**config.mk**
```make
export PLATFORM = sky130hd
export DESIGN_NAME = afrl_ctrl
export DESIGN_NICKNAME = d
export VERILOG_FILES = /design/src/hw/rtl/afrl_pkg.sv /design/src/hw/rtl/afrl_ctrl.sv
export SDC_FILE = /design/constraint.sdc
export NUM_CORES = 1
export LEC_CHECK = 0
export ABC_AREA = 1
export BUFFER_PORTS_ARGS = -buffer_cell sky130_fd_sc_hd__buf_2
export CAP_MARGIN = 10
export CORE_AREA = 2 2 39 41
export CTS_BUF_LIST = sky130_fd_sc_hd__clkbuf_4
export DETAILED_ROUTE_END_ITERATION = 8
export DIE_AREA = 0 0 41 43
export PLACE_DENSITY = 0.42
export SYNTH_ARGS = -nofsm -noshare
export SYNTH_HDL_FRONTEND = slang
export SYNTH_SLANG_ARGS = --single-unit
```
**constraint.sdc**
```tcl
create_clock -name clk_i -period 1.2 [get_ports clk_i]
set_input_delay 0.06 -clock clk_i [delete_from_list [all_inputs] [get_ports clk_i]]
set_output_delay 0.06 -clock clk_i [all_outputs]
set_load 0.05 [all_outputs]
```
**src/hw/rtl/afrl_pkg.sv**
```systemverilog
// Package for the authentication failure rate limiter.
// Holds the codes, table entry layout and controller/datapath structs.
// No dependencies.
package afrl_pkg;

  // Field widths fixed by the item formats.
  localparam int unsigned UserW   = 32;
  localparam int unsigned TimeW   = 32;
  localparam int unsigned CountW  = 8;
  localparam int unsigned CfgIdxW = 2;
  localparam int unsigned CfgDatW = 16;

  // Register values after reset.
  localparam logic [7:0]  MaxFailuresRst = 8'd5;
  localparam logic [15:0] WindowRst      = 16'd60;
  localparam logic [15:0] CooldownRst    = 16'd300;

  // Count value at which the failure counter saturates.
  localparam logic [CountW-1:0] CountMax = 8'hFF;

  typedef enum logic {
    OP_CHECK = 1'b0,
    OP_FAIL  = 1'b1
  } op_e;

  typedef enum logic [1:0] {
    STATUS_ALLOWED  = 2'd0,
    STATUS_BLOCKED  = 2'd1,
    STATUS_RECORDED = 2'd2,
    STATUS_DROPPED  = 2'd3
  } status_e;

  typedef enum logic [CfgIdxW-1:0] {
    CFG_MAX_FAILURES = 2'd0,
    CFG_WINDOW       = 2'd1,
    CFG_COOLDOWN     = 2'd2
  } cfg_reg_e;

  // One row of the lockout table.
  typedef struct packed {
    logic [UserW-1:0]  user;
    logic [CountW-1:0] failures;
    logic [TimeW-1:0]  window_start;
    logic [TimeW:0]    block_until;
  } entry_t;

  // Commands from the controller to the datapath.
  typedef struct packed {
    logic load;
    logic scan;
    logic update;
  } cmd_t;

  // Status from the datapath to the controller.
  typedef struct packed {
    logic scan_done;
  } stat_t;

endpackage

```
**src/hw/rtl/afrl_ctrl.sv**
```systemverilog
// Controller of the rate limiter: sequences load, table scan and update,
// and owns the request and result handshakes. Depends on afrl_pkg.
module afrl_ctrl
  import afrl_pkg::*;
(
  input  logic  clk_i,
  input  logic  rst_ni,
  input  logic  in_valid_i,
  output logic  in_ready_o,
  output logic  out_valid_o,
  input  logic  out_ready_i,
  output cmd_t  cmd_o,
  input  stat_t stat_i
);

  typedef enum logic [2:0] {
    ST_IDLE   = 3'b001,
    ST_SCAN   = 3'b010,
    ST_UPDATE = 3'b100
  } state_e;

  state_e state_q, state_d;
  logic   out_valid_q, out_valid_d;
  logic   in_accept;

  assign in_ready_o  = (state_q == ST_IDLE);
  assign in_accept   = in_valid_i && in_ready_o;
  assign out_valid_o = out_valid_q;

  // Next state and commands.
  always_comb begin
    state_d = state_q;
    cmd_o   = '0;
    unique case (state_q)
      ST_IDLE: begin
        if (in_accept) begin
          cmd_o.load = 1'b1;
          state_d    = ST_SCAN;
        end
      end
      ST_SCAN: begin
        cmd_o.scan = 1'b1;
        if (stat_i.scan_done) begin
          state_d = ST_UPDATE;
        end
      end
      ST_UPDATE: begin
        // The result register must be free or emptying this cycle.
        if (!out_valid_q || out_ready_i) begin
          cmd_o.update = 1'b1;
          state_d      = ST_IDLE;
        end
      end
      default: begin
        state_d = ST_IDLE;
      end
    endcase
  end

  // The result stays valid until the sink takes it.
  always_comb begin
    out_valid_d = out_valid_q;
    if (cmd_o.update) begin
      out_valid_d = 1'b1;
    end else if (out_ready_i) begin
      out_valid_d = 1'b0;
    end
  end

  always_ff @(posedge clk_i or negedge rst_ni) begin
    if (!rst_ni) begin
      state_q     <= ST_IDLE;
      out_valid_q <= 1'b0;
    end else begin
      state_q     <= state_d;
      out_valid_q <= out_valid_d;
    end
  end

  // An accepted item always goes to the scan.
  a_accept_scan: assert property (@(posedge clk_i) disable iff (!rst_ni)
    in_accept |=> state_q == ST_SCAN)
    else $error("accepted item did not start a scan");

  // An update never overwrites a result that is still waiting.
  a_update_free: assert property (@(posedge clk_i) disable iff (!rst_ni)
    cmd_o.update |-> (!out_valid_q || out_ready_i))
    else $error("result overwritten before it was taken");

  // An update always presents a result on the next cycle.
  a_update_valid: assert property (@(posedge clk_i) disable iff (!rst_ni)
    cmd_o.update |=> out_valid_q)
    else $error("update did not present a result");

endmodule

```
# Yosys cells after proc, flatten, opt, wreduce, memory -nomap -nowiden
# Cells that the tools add are included.
# op_classes
eq_ne	6
n_reduce_logical	5
n_mux	11
# ops
op	count
2-to-1 mux 3 bit	3
case mux 3 bit (3 select lines)	1
2-to-1 mux 1 bit	7
!= test 2 bit, second input constant	2
equality test 3 x 1 -> 1 bit, second input constant	1
equality test 3 x 2 -> 1 bit, second input constant	1
equality test 3 bit, second input constant	1
AND reduction 3 bit	1
!= test 2 x 1 -> 1 bit, second input constant	1
nonzero test 2 bit	1
logical AND 1 bit	1
zero test 1 bit	1
logical OR 1 bit	1
# totals
word_cells	24
output_inout_bits	5
input_bits	5
register_bits	4

# Logic depth before layout (Yosys ltp)
# Gate-level depths: netlist of the first run.
# depth
ltp_word	5
depth_mapped	5
ltp_nobuf	5

# Worst setup path before layout of the first run
# Ideal clock, no wire load.
# synth_timing
path_type	register to output
from	register state_q[0]
to	output port cmd_o[2] (netlist bit)
path_slack_ns	-0.199
path_buffers	0
stages_incl_launch_ff	3
required_time_ns	1.140
t_arrival_ns	1.339
path_cell_list	dfstp_2 > nand3_1 > nor2_1
# synth_rtl
element	line	rtl
start, declared	afrl_ctrl.sv:22	state_e state_q, state_d;
start signal, assigned	afrl_ctrl.sv:75	state_q <= state_d;
end, declared	afrl_ctrl.sv:12	output cmd_t cmd_o,

==> results of run 1 <==
-- final cells by class --
cell class	count	share of cell area, %
Inverter	5	5.08
Clock buffer	4	8.14
Tap cell	16	5.42
Multi-Input combinational cell	17	28.1
Timing Repair Buffer	12	25.8
Sequential cell	4	27.5
-- final timing paths --
kind | cells after the start | end | startpoint
max reg2reg | 4 | state_q[2] | state_q[0]
max in group asynchronous | 2 | state_q[0] | rst_ni
min reg2reg | 2 | out_valid_o | out_valid_o
min in group asynchronous | 2 | state_q[2] | rst_ni
min | 2 | state_q[1] | stat_i
max | 3 | cmd_o[2] | state_q[0]
-- where the power goes --
group	leakage (nW)	internal [mW]	total, mW	switching [mW]
registers	0.0511	0.196	0.246	0.0504
clock network	0.0184	0.148	0.210	0.0625
logic	0.117	0.244	0.636	0.392
total	0.186	0.588	1.09	0.505
-- per-stage QoR --
stage / TNS, ps / util [%] / hold slack [ps] / setup WS, ps
floorplan: 0 / - / -236 / 12.4
global placement: 0 / 19.6 / -129 / 55.1
detailed placement: 0 / 19.6 / -132 / 51.7
CTS: -73.3 / 26.0 / 26.2 / -36.9
global route: -222 / 26.7 / 15.3 / -77.3
finish: -49.2 / 26.7 / 33.3 / -26.8
-- cells by family (layout without fill, tap and decap cells) --
logic type,after synthesis,after routing,share of synthesized area [%]
simple gates,15,15,33.1
buf+inv,7,21,15.4
flops,4,4,46.3
compound gates,2,2,5.14
-- cell usage after synthesis, drive strengths merged --
library cell  instances  area share [%]
nand3                 2             4.6
buf                   2             6.9
o22ai                 1             2.9
nand4                 3             8.6
o21ai                 1             2.3
dfrtp                 3              34
inv                   5             8.6
nand2                 4             6.9
dfstp                 1              12
nor2                  5             8.6
nor3                  1             4.6
-- registers in the layout, summed over array words and instances, names as in the netlist --
name	flops
state_q	3
out_valid_o	1
-- what timing repair did --
action | in CTS | in global routing
hold buffers | 1 | 0
hold endpoints to repair | 4 | 0
resized for setup | 9 | 2
pin swaps | 0 | 1
endpoints found under the setup margin | 4 | 4
setup buffers | 2 | 0
-- metal layers --
metal | track usage (%) | wire, µm
met5 | 0 | 0
met4 | 2.00 | 0
met3 | 9.42 | 42
met2 | 6.88 | 216
met1 | 9.45 | 217
==> key figures, run 1 <==
Logic synthesis
  • Synth cell types: 12
  • Synth Instances: 28
  • Yosys warns: 0
  • Post-synth net total: 33
  • Synthesized area: ~220 µm²
  • Post-synthesis sequential area ratio: 46.3%
  • Seq cells post-synth: 4
  • Syn Area/Cell: 7.82 µm²

Routing
  • Vias: about 240
  • Vias per cell: 4.05
  • WL final: 476 µm
  • # DRC: 0
  • DR pass1 iterations: 2
  • Wirelength per Cell: just over 8 µm
  • Antenna-violating nets left: 0
  • Drt first-iter violations: 6

GRT
  • Remaining global-route overflow: 0
  • Largest net degree at the start of global routing: 5
  • Initial antenna violation count: 0
  • Total GRT Usage: under 10%
  • Vias in the first global route: between 150 and 200
  • First-pass GRT wire length: around 760 µm

Die
  • Core footprint: 1380 µm²
  • Starting density of the core: between 10% and 20%
  • Total die area: between 1500 and 2000 µm²
  • # rows: 14
  • I/O Pins: 10
  • Die Span X: about 41 µm
  • Die height: 43 µm

Run status
  • Failing checks: setup timing
  • Status: finished with violations

Cells and area
  • Synth-to-Final Area Change: 68.6%
  • Nets: 48
  • Area of the multi-input gates: between 100 and 150 µm²
  • Register area: 101 µm²
  • Filler instances: 154
  • Fin cells: 58
  • Commonest cells after routing, fill and taps aside: 5 x buf_2, 4 x nor2_1, 4 x nand2_1, 4 x clkbuf_4, 4 x buf_6
  • Ant. Diodes: 0
  • Commonest non-fill, non-tap cell in the layout: buf_2
  • Layout cells sized above 1: between 50% and 60%
  • Finished Cell Area: about 370 µm²

Placement
  • PortBufs: 9
  • RePlAce Congestion: slightly below 0.7
  • Placed cells: 51
  • Post-DP HPWL: 362 µm
  • Cell Area, Placed: about 270 µm²

Worst setup path
  • Worst Path Buf+Inv: 1
  • CP arrival: ~1200 ps
  • Critical-path top delay cell: dfstp_2
  • WS Path Type: flip-flop to output pin
  • Crit path max fanout: 4
  • Crit. End Element: output pin
  • CP max stage delay: 580 ps
  • Crit-path leading delay family: flip-flops
  • Worst reg2reg setup slack: between 100 and 150 ps
  • Crit path required time: approximately 1100 ps
  • Worst-path cell chain: nand3_4 > nor2_4 > buf_6
  • Worst setup SP type: flip-flop

Clocking
  • Clock Latency Late Sink: around 240 ps
  • CTS tree: built
  • Longest Clk Path Bufs: 2
  • CTS Sinks: 4
  • Root Driver: clkbuf_4
  • H-tree depth: 1
  • CTS Buf Count: 3
  • CTS clk-pin slew, worst paths: ~40 ps

Pwr
  • Cell Pwr Density: 2960 nW/µm²
  • Leakage Power: ~0.19 nW
  • Power Total: between 1 and 1.5 mW
  • Peak VDD IR: 0.849 mV

Min path
  • Hold Path Class: primary input to flip-flop

Timing
  • Final Cycle Share: 102%
  • Clock skew: 8.04 ps
  • RSZ-0062 raised after global routing: true
  • Max Fclk: about 0.8 GHz
  • Worst setup margin: -26.8 ps
  • Final Max Tran Viols: 0
  • Slew margin rel.: 83.6%
  • Final setup vio count: 3
  • Minimum clock period: approximately 1200 ps
  • Worst-Margin Slew: ~250 ps
  • Final hold violations: 0

Flow run
  • MaxCap Viol Count: 0
No activity file was read; power rests on OpenSTA's default activity.
==> run 2, diff against run 1 <==
--- a/config.mk
+++ b/config.mk
@@ -12,7 +12,7 @@
 export CTS_BUF_LIST = sky130_fd_sc_hd__clkbuf_4
 export DETAILED_ROUTE_END_ITERATION = 8
 export DIE_AREA = 0 0 41 43
-export PLACE_DENSITY = 0.42
+export PLACE_DENSITY = 0.43
 export SYNTH_ARGS = -nofsm -noshare
 export SYNTH_HDL_FRONTEND = slang
 export SYNTH_SLANG_ARGS = --single-unit
==> constraint.sdc (replaced) <==
create_clock -name clk_i -period 1 [get_ports clk_i]
set_input_delay 0.05 -clock clk_i [delete_from_list [all_inputs] [get_ports clk_i]]
set_output_delay 0.05 -clock clk_i [all_outputs]
set_load 0.05 [all_outputs]
==> key figures, run 2 (synthesis results as in run 1) <==
Flow run
  • MaxCap Viol Count: 0

Timing
  • Worst setup margin: -228 ps
  • Max Fclk: between 0.8 and 0.9 GHz
  • Final Cycle Share: 123%
  • Fin Setup TNS: -1150 ps
  • Worst-Margin Slew: approximately 250 ps
  • Minimum clock period: 1230 ps
  • Final hold violations: 0
  • Final setup vio count: 7
  • Slew margin rel.: roughly 84%
  • Final Max Tran Viols: 0
  • Clock skew: between 7 and 8 ps
  • RSZ-0062 raised after global routing: true

Worst setup path
  • Critical-path top delay cell: dfstp_2
  • Worst Path Buf+Inv: 1
  • Crit. End Element: output pin
  • Crit path required time: ~950 ps
  • Crit-path leading delay family: flip-flops
  • Worst-path cell chain: nand3_4 > nor2_4 > buf_8
  • WS Path Type: flip-flop to output pin
  • CP max stage delay: just under 600 ps
  • Worst setup SP type: flip-flop
  • CP arrival: between 1000 and 1500 ps
  • Crit path max fanout: 4
  • Worst reg2reg setup slack: -170 ps

GRT
  • Initial antenna violation count: 0
  • Remaining global-route overflow: 0
  • Total GRT Usage: 8.48%
  • Vias in the first global route: roughly 260
  • First-pass GRT wire length: 966 µm
  • Largest net degree at the start of global routing: 5

Die
  • Core footprint: between 1000 and 1500 µm²
  • Die height: ~43 µm
  • Total die area: ~1800 µm²
  • I/O Pins: 10
  • # rows: 14
  • Starting density of the core: 15.8%
  • Die Span X: ~40 µm

Run status
  • Status: finished with violations
  • Failing checks: setup timing

Routing
  • Drt first-iter violations: 0
  • # DRC: 0
  • Wl on met1: about 180 µm
  • Antenna-violating nets left: 0
  • Max layer used: met3
  • DR pass1 iterations: 1
  • Met3 WL: 15 µm
  • Vias: about 230
  • Wirelength per Cell: approximately 8.2 µm
  • Vias per cell: 3.80
  • Met2 Routed Length: roughly 300 µm
  • WL final: 492 µm

Clocking
  • Root Driver: clkbuf_4
  • CTS Buf Count: 3
  • CTS tree: built
  • CTS Sinks: 4
  • Clock Latency Late Sink: about 230 ps
  • CTS clk-pin slew, worst paths: 30 ps
  • Longest Clk Path Bufs: 2
  • H-tree depth: 1

Placement
  • Placed cells: 54
  • Place WS: -64.2 ps
  • RePlAce Congestion: about 0.68
  • PortBufs: 9
  • Post-DP HPWL: around 400 µm

Cells and area
  • Synth-to-Final Area Change: 100%
  • Commonest cells after routing, fill and taps aside: 5 x buf_2, 4 x clkbuf_4, 4 x buf_6
  • Nets: 50
  • Commonest non-fill, non-tap cell in the layout: buf_2
  • Ant. Diodes: 0
  • Max reg flops: 3
  • Layout cells sized above 1: roughly 75%
  • Top reg by flops: state_q
  • Fin cells: 60

Pwr
  • Cell Pwr Density: 3510 nW/µm²
  • Internal cell power: about 840 µW
  • Peak VDD IR: just over 1 mV
  • P_sw: around 700 µW
  • Reg power frac: about a fifth
  • Switching Share: 45.3%
  • Logic pwr share: a little under two thirds
  • Leakage Power: 0.194 nW
  • Clock network fraction of design power: 15.4%

Min path
  • Hold Path Class: primary input to flip-flop
==> run 2: final timing paths <==
path,endpoint,cells after the start,from
min,state_q[1],2,stat_i
min reg2reg,out_valid_o,2,out_valid_o
min in group asynchronous,out_valid_o,2,rst_ni
max in group asynchronous,state_q[0],2,rst_ni
max,cmd_o[2],3,state_q[0]
max reg2reg,state_q[0],5,state_q[0]
==> run 2: final cells by class <==
class,count,area (µm²)
tap,16,20.0
timing repair buffer,14,125
fill,148,946
inverter,5,22.5
multi-input combinational,17,136
sequential,4,104
clock buffer,4,30.0
==> run 2: power groups by stage <==
stage,combinational [mW],sequential (mW),clock (mW)
CTS,0.957,0.304,0.250
finish,0.978,0.322,0.237
floorplan,0.528,0.319,0
detailed placement,0.725,0.294,0
global placement,0.730,0.292,0
global route,1.05,0.328,0.261
==> run 2: timing repair <==
| action | 4_1_cts | 5_1_grt |
|---|---|---|
| endpoints found under the setup margin | 6 | 7 |
| gates resized for setup | 15 | 4 |
| endpoints found under the hold margin | 4 | 0 |
| pin swaps | 4 | 2 |
| hold buffers | 1 | 0 |
| buffers inserted | 1 | 0 |
| cloned | 0 | 0 |
==> run 2: metal layers <==
| layer | GRT usage (%) | vias up |
|---|---|---|
| met4 | 8.00 | 0 |
| met3 | 1.57 | 0 |
| li1 | - | 122 |
| met2 | 12.2 | 2 |
| met5 | 0 | - |
| met1 | 9.84 | 104 |
==> run 2: through the flow <==
step           util (%)  power [mW]  area, µm²  hold slack [ps]
2_1_floorplan         -       0.847        251             -246
3_3_place_gp       23.4        1.02        324             -142
3_5_place_dp       23.4        1.02        324             -143
4_1_cts            30.7        1.51        424             36.8
5_1_grt            31.6        1.64        438             39.8
6_report           31.6        1.54        438             37.2
