--- src/hw/rtl/afrl_pkg.sv ---
// Package for the authentication failure rate limiter.
// Holds the codes, table entry layout and controller/datapath structs.
// No dependencies.
package afrl_pkg;

  // Field widths fixed by the item formats.
  localparam int unsigned UserW   = 32;
  localparam int unsigned TimeW   = 32;
  localparam int unsigned CountW  = 8;
  localparam int unsigned CfgIdxW = 2;
  localparam int unsigned CfgDatW = 16;

  // Register values after reset.
  localparam logic [7:0]  MaxFailuresRst = 8'd5;
  localparam logic [15:0] WindowRst      = 16'd60;
  localparam logic [15:0] CooldownRst    = 16'd300;

  // Count value at which the failure counter saturates.
  localparam logic [CountW-1:0] CountMax = 8'hFF;

  typedef enum logic {
    OP_CHECK = 1'b0,
    OP_FAIL  = 1'b1
  } op_e;

  typedef enum logic [1:0] {
    STATUS_ALLOWED  = 2'd0,
    STATUS_BLOCKED  = 2'd1,
    STATUS_RECORDED = 2'd2,
    STATUS_DROPPED  = 2'd3
  } status_e;

  typedef enum logic [CfgIdxW-1:0] {
    CFG_MAX_FAILURES = 2'd0,
    CFG_WINDOW       = 2'd1,
    CFG_COOLDOWN     = 2'd2
  } cfg_reg_e;

  // One row of the lockout table.
  typedef struct packed {
    logic [UserW-1:0]  user;
    logic [CountW-1:0] failures;
    logic [TimeW-1:0]  window_start;
    logic [TimeW:0]    block_until;
  } entry_t;

  // Commands from the controller to the datapath.
  typedef struct packed {
    logic load;
    logic scan;
    logic update;
  } cmd_t;

  // Status from the datapath to the controller.
  typedef struct packed {
    logic scan_done;
  } stat_t;

endpackage

--- src/hw/rtl/afrl_dp.sv ---
// Datapath of the rate limiter: configuration registers, the lockout table
// memory, the scan pipeline and the entry update logic. Depends on afrl_pkg.
module afrl_dp
  import afrl_pkg::*;
#(
  parameter int unsigned TableEntries = 32
) (
  input  logic               clk_i,
  input  logic               rst_ni,
  input  cmd_t               cmd_i,
  output stat_t              stat_o,
  input  logic               cfg_we_i,
  input  logic [CfgIdxW-1:0] cfg_index_i,
  input  logic [CfgDatW-1:0] cfg_data_i,
  input  logic               opcode_i,
  input  logic [UserW-1:0]   user_id_i,
  input  logic [TimeW-1:0]   now_seconds_i,
  output logic [1:0]         status_o,
  output logic [CountW-1:0]  failure_count_o
);

  localparam int unsigned IdxW = (TableEntries > 1) ? $clog2(TableEntries) : 1;
  localparam int unsigned CntW = $clog2(TableEntries + 1);
  localparam logic [CntW-1:0] Depth = CntW'(TableEntries);

  // Configuration registers.
  logic [7:0]  max_failures_q;
  logic [15:0] window_q;
  logic [15:0] cooldown_q;

  always_ff @(posedge clk_i or negedge rst_ni) begin
    if (!rst_ni) begin
      max_failures_q <= MaxFailuresRst;
      window_q       <= WindowRst;
      cooldown_q     <= CooldownRst;
    end else if (cfg_we_i) begin
      unique case (cfg_index_i)
        CFG_MAX_FAILURES: max_failures_q <= cfg_data_i[7:0];
        CFG_WINDOW:       window_q       <= cfg_data_i;
        CFG_COOLDOWN:     cooldown_q     <= cfg_data_i;
        default: ;
      endcase
    end
  end

  // Latched request item.
  op_e              op_q;
  logic [UserW-1:0] uid_q;
  logic [TimeW-1:0] now_q;

  always_ff @(posedge clk_i) begin
    if (cmd_i.load) begin
      op_q  <= op_e'(opcode_i);
      uid_q <= user_id_i;
      now_q <= now_seconds_i;
    end
  end

  // Table memory, one write and one registered read port.
  entry_t            mem_q [TableEntries];
  entry_t            rd_data_q;
  logic              rd_en;
  logic [IdxW-1:0]   rd_addr;
  logic              wr_en;
  logic [IdxW-1:0]   wr_addr;
  entry_t            wr_data;

  always_ff @(posedge clk_i) begin
    if (wr_en) begin
      mem_q[wr_addr] <= wr_data;
    end
  end

  always_ff @(posedge clk_i) begin
    if (rd_en) begin
      rd_data_q <= mem_q[rd_addr];
    end
  end

  // Scan: one read issued and one entry compared per cycle, until a match stops the reads.
  logic [CntW-1:0] used_q, used_d;
  logic [CntW-1:0] rd_ptr_q, rd_ptr_d;
  logic            pend_q, pend_d;
  logic [IdxW-1:0] pend_idx_q;
  logic            hit_q, hit_d;
  logic            match_now;

  assign match_now = pend_q && (rd_data_q.user == uid_q);
  assign rd_en     = cmd_i.scan && !hit_q && !match_now && (rd_ptr_q < used_q);
  assign rd_addr   = rd_ptr_q[IdxW-1:0];

  assign stat_o.scan_done = hit_q || (!pend_q && (rd_ptr_q >= used_q));

  always_comb begin
    rd_ptr_d = rd_ptr_q;
    pend_d   = pend_q;
    hit_d    = hit_q;
    if (cmd_i.load) begin
      rd_ptr_d = '0;
      pend_d   = 1'b0;
      hit_d    = 1'b0;
    end else if (cmd_i.scan) begin
      pend_d = rd_en;
      if (rd_en) begin
        rd_ptr_d = rd_ptr_q + CntW'(1);
      end
      if (match_now) begin
        hit_d = 1'b1;
      end
    end
  end

  always_ff @(posedge clk_i or negedge rst_ni) begin
    if (!rst_ni) begin
      rd_ptr_q <= '0;
      pend_q   <= 1'b0;
      hit_q    <= 1'b0;
      used_q   <= '0;
    end else begin
      rd_ptr_q <= rd_ptr_d;
      pend_q   <= pend_d;
      hit_q    <= hit_d;
      used_q   <= used_d;
    end
  end

  // The index of the compared entry stays put once a match stops the reads.
  always_ff @(posedge clk_i) begin
    if (rd_en) begin
      pend_idx_q <= rd_addr;
    end
  end

  // Entry update and result.
  logic [TimeW:0]    cool_end;
  logic              blocked;
  logic [TimeW-1:0]  elapsed;
  logic              passed;
  logic [CountW-1:0] fail_cnt;
  logic              table_full;
  status_e           res_status;
  logic [CountW-1:0] res_count;
  logic              wr_any;
  logic              add_entry;

  always_comb begin
    cool_end   = {1'b0, now_q} + {{(TimeW + 1 - 16){1'b0}}, cooldown_q};
    blocked    = {1'b0, now_q} < rd_data_q.block_until;
    elapsed    = now_q - rd_data_q.window_start;
    passed     = (now_q > rd_data_q.window_start)
                 && (elapsed > {{(TimeW - 16){1'b0}}, window_q});
    fail_cnt   = (rd_data_q.failures == CountMax) ? CountMax
                 : rd_data_q.failures + CountW'(1);
    table_full = (used_q >= Depth);

    wr_any     = 1'b0;
    add_entry  = 1'b0;
    wr_addr    = pend_idx_q;
    wr_data    = rd_data_q;
    res_status = STATUS_ALLOWED;
    res_count  = '0;

    if (hit_q) begin
      if (op_q == OP_CHECK) begin
        if (blocked) begin
          res_status = STATUS_BLOCKED;
          res_count  = rd_data_q.failures;
        end else if (passed) begin
          // The window has run out: forget failures and cooldown.
          wr_any              = 1'b1;
          wr_data.failures    = '0;
          wr_data.block_until = '0;
        end else begin
          res_count = rd_data_q.failures;
        end
      end else begin
        wr_any           = 1'b1;
        wr_data.failures = fail_cnt;
        if (rd_data_q.failures == '0) begin
          wr_data.window_start = now_q;
        end
        if (fail_cnt >= max_failures_q) begin
          wr_data.block_until = cool_end;
        end
        res_status = STATUS_RECORDED;
        res_count  = fail_cnt;
      end
    end else if (op_q == OP_FAIL) begin
      if (!table_full) begin
        // First failure of an unknown user takes the next free row.
        wr_any               = 1'b1;
        add_entry            = 1'b1;
        wr_addr              = used_q[IdxW-1:0];
        wr_data.user         = uid_q;
        wr_data.failures     = CountW'(1);
        wr_data.window_start = now_q;
        wr_data.block_until  = (CountW'(1) >= max_failures_q) ? cool_end : '0;
        res_status           = STATUS_RECORDED;
        res_count            = CountW'(1);
      end else begin
        res_status = STATUS_DROPPED;
      end
    end

    wr_en  = cmd_i.update && wr_any;
    used_d = (cmd_i.update && add_entry) ? used_q + CntW'(1) : used_q;
  end

  // Result register, held until the next update.
  logic [1:0]        res_status_q;
  logic [CountW-1:0] res_count_q;

  always_ff @(posedge clk_i) begin
    if (cmd_i.update) begin
      res_status_q <= res_status;
      res_count_q  <= res_count;
    end
  end

  assign status_o        = res_status_q;
  assign failure_count_o = res_count_q;

  // The table never holds more rows than it has.
  a_used_bound: assert property (@(posedge clk_i) disable iff (!rst_ni)
    used_q <= Depth)
    else $error("table fill count beyond depth");

  // The fill count only grows, one row at a time.
  a_used_step: assert property (@(posedge clk_i) disable iff (!rst_ni)
    (used_q != $past(used_q)) |-> (used_q == $past(used_q) + CntW'(1)))
    else $error("table fill count jumped");

  // A hit always refers to the row holding the requested user.
  a_hit_user: assert property (@(posedge clk_i) disable iff (!rst_ni)
    hit_q |-> (rd_data_q.user == uid_q))
    else $error("hit on a row of another user");

endmodule
--- config.mk ---
export PLATFORM = sky130hd
export DESIGN_NAME = afrl_dp
export DESIGN_NICKNAME = d
export VERILOG_FILES = /design/src/hw/rtl/afrl_pkg.sv /design/src/hw/rtl/afrl_dp.sv
export SDC_FILE = /design/constraint.sdc
export NUM_CORES = 2
export LEC_CHECK = 0
export CORE_AREA = 4 4 566 568
export CTS_BUF_LIST = sky130_fd_sc_hd__clkbuf_2 sky130_fd_sc_hd__clkbuf_4 sky130_fd_sc_hd__clkbuf_8
export DETAILED_ROUTE_END_ITERATION = 16
export DIE_AREA = 0 0 570 572
export DONT_BUFFER_PORTS = 1
export GPL_ROUTABILITY_DRIVEN = 0
export PLACE_DENSITY = 0.7
export REMOVE_ABC_BUFFERS = 1
export SLEW_MARGIN = 20
export SYNTH_ARGS = -nofsm -noshare
export SYNTH_HDL_FRONTEND = slang
export SYNTH_SLANG_ARGS = --single-unit
--- constraint.sdc ---
create_clock -name clk_i -period 15.9 [get_ports clk_i]
set_clock_uncertainty 0.15 [all_clocks]
set_input_delay 0.795 -clock clk_i [delete_from_list [all_inputs] [get_ports clk_i]]
set_output_delay 0.795 -clock clk_i [all_outputs]
set_load 0.05 [all_outputs]
# After elaboration in Yosys (flattened, before gate mapping)
# Memory sizes are Yosys's and may differ from the RTL's. A register that Yosys moved wholly into a read port is not among the register bits.
# Cells that the tools add are included.
# word_totals
ff_bits,134
ram_bits,3360
in_bits,89
out_inout_bits,11
elab_cells,96
n_memories,1
# mem_list
memory,words,word_bits,rd,rd_clocked_by_memory_dff,wr,line,source
mem_q,32,105,1,1,1,afrl_dp.sv:60,entry_t mem_q [TableEntries];
# op_classes
n_addsub,5
n_lt_le_gt_ge,8
eq_ne,4
mux,43
n_reduce_logical,22
# op_table
cell,count
105-bit two-way mux,2
33-bit two-way mux,5
32-bit two-way mux,3
73-bit two-way mux,1
8-bit two-way mux,5
32-bit by 16-bit adder with 33-bit output,1
32-bit by 33-bit < comparator with 1-bit output,1
32-bit == test,1
32-bit by 16-bit > comparator with 1-bit output,1
32-bit > comparator,1
32-bit subtractor,1
1-bit two-way mux,18
6-bit two-way mux,3
5-bit two-way mux,3
6-bit by 1-bit adder with 6-bit output (second input constant),2
2-bit AND reduction,5
8-bit by 1-bit adder with 8-bit output (second input constant),1
8-bit == test (second input constant),1
1-bit by 8-bit >= comparator with 1-bit output (first input constant),1
8-bit >= comparator,1
1-bit logical AND,8
8-bit logical NOT,1
6-bit >= comparator,1
6-bit >= comparator (second input constant),1
other kinds (8),14

# Logic depth before layout (Yosys ltp)
# logic_depth
depth_word,10
depth_mapped,24
depth_no_buf,23

# Worst setup path after synthesis
# Ideal clock, no wire load.
# synth_path
path_kind,register to register
from,register now_q[4]
to,memory mem_q[16][0] in the netlist's numbering (enable)
setup_ns,0.698
arrival_time_ns,10.963
required_ns,15.052
setup_slack_ns,4.089
path_stages_with_launch,23
path_buffers,1
synth_period_minus_slack_ns,11.811
path_cell_list,edfxtp_1 -> ha_1 -> a21o_1 -> a21oi_1 -> nand2_1 -> and2_1 -> o21ai_0 -> nand2b_1 -> a21oi_1 -> o21bai_1 -> xor2_1 -> ha_1 -> nand2_1 -> nor4_1 -> a221oi_1 -> o21ai_0 -> o21ai_0 -> o2111ai_1 -> nor4_2 -> a41oi_4 -> o211ai_2 -> buf_2 -> nor3_1
# synth_via
elab_chain_cells,10
word_cells_on_any_way,12
cone_classes,add/sub (1); order compare (3); mux (6); reduce/logical (2)
# synth_rtl
element,line,source
"start, declared",afrl_dp.sv:49,logic [TimeW-1:0] now_q;
"start signal, assigned",afrl_dp.sv:55,now_q <= now_seconds_i;
32-bit subtractor,afrl_dp.sv:149,elapsed = now_q - rd_data_q.window_start;
32-bit by 16-bit > comparator with 1-bit output,afrl_dp.sv:151,"&& (elapsed > {{(TimeW - 16){1'b0}}, window_q});"
1-bit logical AND,afrl_dp.sv:151,
1-bit two-way mux,afrl_dp.sv:168,end else if (passed) begin
1-bit two-way mux *,afrl_dp.sv:165,if (blocked) begin
1-bit two-way mux *,afrl_dp.sv:164,if (op_q == OP_CHECK) begin
1-bit two-way mux *,afrl_dp.sv:163,if (hit_q) begin
1-bit logical AND *,afrl_dp.sv:205,wr_en = cmd_i.update && wr_any;
1-bit two-way mux *,afrl_dp.sv:69,if (wr_en) begin
1-bit two-way mux (implied by the code) *,afrl_dp.sv:70,mem_q[wr_addr] <= wr_data;
"end, declared",afrl_dp.sv:60,
# Mark *: on every way between the ends. The rest lies on a longest branch, timed or not.

# Worst setup path in the final report
# layout_path
from,register now_q[4]
to,memory mem_q[11][99] in the netlist's numbering (enable)
# Same word-level chain as after synthesis.

==> results.json <==
{
  "status": "complete, no violations",
  "synth_common_cells": "edfxtp_1 (3545), mux4_2 (1050), clkbuf_1 (229)",
  "whs_path_depth": 1,
  "antenna_found_initial": 43,
  "period_minus_slack_ns": 7.44,
  "synth.area.top_cells": "edfxtp_1 (75%), mux4_2 (17%), mux2_2 (1.6%), ha_1 (1.0%), dfrtp_1 (0.78%)",
  "numCtsBuffers": 571,
  "synth_edf_count": 3545,
  "num_rows": 206,
  "synth-compound-area-share_pct": 1.52,
  "synth.area.mux_share_pct": 18.4,
  "root_buffer": "clkbuf_8",
  "synth.top_cell.area_share_pct": 75.3,
  "rsz0062_at_grt": "false",
  "critPathKind": "reg2reg",
  "async_flop_share_pct": 1.50,
  "netlist_instances": 6125,
  "yosys.area_share.xor_xnor_pct": 0.551,
  "worstHoldStart": "user_id_i[31]",
  "grt-ovfl-total": 0,
  "num_vias": 69300,
  "yosysSeqAreaShare_pct": 76.2,
  "reg2reg_from": "now_q[4]$_DFFE_PP_",
  "setup_tns_ns": 0,
  "final-setup-viol-count": 0,
  "arrival_ns": 7.99,
  "drv_cap": 0,
  "layout-area-overhead-vs-synth_pct": 12.8,
  "ctsHoldBuffers": 99,
  "ios": 100,
  "yosys.area.top_type": "edfxtp_1",
  "endpoint_kind": "flip-flop",
  "yosysUniqueCellTypes": 74,
  "dpl.hpwl_um": 194000,
  "die_x_um": 570,
  "vdd_ir_drop_max_uv": 90.4,
  "rr_endpoint": "mem_q[11][99]$_DFFE_PP_",
  "drc": 0,
  "slew_viol_final": 0,
  "ys.flop_type": "edfxtp_1",
  "routed_wirelength_um": 359000,
  "nets": 6892,
  "die_y_um": 572,
  "holdWs_ns": 0.150,
  "post_cts_buffers": 0,
  "setup_ws_ns": 8.46,
  "grt_pass1_vias": 70800,
  "path_max_fanout": 50,
  "design.core.area_um2": 315000,
  "ff2ff_setup_slack_ns": 8.46,
  "grt_max_degree": 144,
  "h-tree-depth": 6,
  "yosysWarningCount": 0,
  "crit_required_ns": 16.45,
  "numPortBuffers": 0,
  "worstHoldPathType": "in2reg",
  "p_leak_nw": 49.4,
  "power_density_nw_per_um2": 125,
  "post_cts_resized": 0,
  "drt-pass1-iter-count": 7,
  "synth-seq-cells": 3599,
  "cts.clk_slew.worst_paths_ns": 0.06,
  "dp_slack_ns": 8.57,
  "slew_headroom_pct": 24.2,
  "grt_pass1_wl_um": 516000,
  "syn_area_per_cell_um2": 23.1,
  "synth_simple_gate_area_share_pct": 1.22,
  "tightest_slew_ns": 1.14,
  "final_util_pct": 50.7,
  "drtIter0Drc": 9757,
  "crit_path_start_kind": "flip-flop",
  "via_per_inst": 6.13,
  "whs_endpoint": "uid_q[31]$_DFFE_PP_",
  "clk_path_buf_depth": 4,
  "syn_area_um2": 141000,
  "synth_adder_area_share_pct": 1.04,
  "clk_latency_ns": 1.18,
  "track_usage_pct": 21.9,
  "start_util_pct": 44.9,
  "yosysMostFrequentCell": "edfxtp_1",
  "period_share_pct": 46.8,
  "max_freq_ghz": 0.134,
  "antenna_left": 0,
  "reg2regPathDepth": 24,
  "final_hold_viol_count": 0,
  "drive_gt1_share_pct": 33.5,
  "wl_per_cell_um": 31.8,
  "cts_tree": "built",
  "dieArea_um2": 326000,
  "clock-sinks": 3599,
  "synth_top_family_by_area": "multiplexers"
}
-- cell usage in the layout (no fill, tap or decap), drive strengths merged, types with 28 or more instances in the layout --
cell type,count
edfxtp,3545
mux4,1050
clkbuf,759
mux2,199
clkinv,193
buf,173
inv,151
ha,114
dlygate4sd3,97
nand2,95
a21oi,80
nor2,79
xnor2,66
o21ai,61
nor3,50
dfrtp,44
a21o,39
nand3,29
nand4,28
-- how the worst max path moves through the flow --
stage,from,end,slack [ns],depth (start not counted)
after floorplan,rd_ptr_q[0]$_DFFE_PN0P_,pend_idx_q[0]$_DFFE_PP_,-19.70,0
after global placement,now_q[4]$_DFFE_PP_,mem_q[11][103]$_DFFE_PP_,8.39,24
after detailed placement,now_q[4]$_DFFE_PP_,mem_q[11][103]$_DFFE_PP_,8.57,24
after CTS,now_q[0]$_DFFE_PP_,mem_q[11][67]$_DFFE_PP_,8.59,26
after global routing,now_q[0]$_DFFE_PP_,mem_q[11][67]$_DFFE_PP_,8.24,22
final,now_q[4]$_DFFE_PP_,mem_q[11][99]$_DFFE_PP_,8.46,24
-- power by group --
group          internal [mW]  total, mW  leakage [nW]  switching, mW
logic                  0.649       1.51          10.9          0.866
registers               10.6       10.6          32.6         0.0746
clock network           4.04       7.71          5.86           3.67
total                   15.3       19.9          49.4           4.61
-- final cells by class --
class                      count  area, µm²
multi-input combinational   2131      32400
inverter                     114        428
clock buffer                 759       9330
tap                         4160       5200
antenna                       23       57.6
timing repair buffer         270       2460
fill                       24000     155000
clock inverter               252       1820
sequential                  3599     108000
-- stage by stage --
| step | instance area (µm²) | power, mW | instances |
|---|---|---|---|
| after global placement | 147000 | 12.3 | 10200 |
| after global routing | 159000 | 20.6 | 11300 |
| final | 160000 | 19.9 | 11300 |
| after detailed placement | 147000 | 12.3 | 10200 |
| after CTS | 159000 | 20.0 | 11300 |
| after floorplan | 140000 | 13.0 | 5844 |
-- flip-flops by register name, indices dropped and copies added, names as in the netlist --
signal and count:
cooldown_q 16, status_o 2, failure_count_o 8, now_q 32, max_failures_q 8, uid_q 32, mem_q 3360, rd_ptr_q 6
pend_q 1, op_q 1, rd_data_q 105, used_q 6, hit_q 1, window_q 16, pend_idx_q 5
-- logic make-up after synthesis --
logic type / after synthesis
flip-flops: 3599
multiplexers: 1258
buffers and inverters: 395
AND/OR/NAND/NOR: 354
AO/OA/AOI/OAI: 314
adder cells (fa/ha/maj): 116
XOR/XNOR: 89
-- routing by layer --
layer  GRT usage [%]  vias to the layer above  routed length [µm]
met5               0                        -                  40
met4            7.83                        6               13600
met3            4.31                      752               36300
met2            34.4                     4233              170000
met1            30.8                    36900              139000
li1                -                    27400                   -
-- worst max-delay path, stage by stage (launching register included) --
cell and delay (ns):
edfxtp_1 0.45, ha_1 0.40, a21o_1 0.20, a21oi_1 0.32, nand2_1 0.14, and2_1 0.19, o21ai_0 0.14, nand2b_1 0.11
a21oi_1 0.19, o21bai_1 0.10, xor2_1 0.15, ha_1 0.28, nand2_1 0.08, nor4_1 0.39, a221oi_1 0.16, o21ai_0 0.14
o21ai_0 0.18, o2111ai_1 0.14, nor4_2 0.11, a41oi_4 0.40, o211ai_2 0.15, buf_4 0.29, nor3_2 0.24, buf_4 0.84
buf_4 0.99
Note: power is estimated with default switching activity, not from simulation.
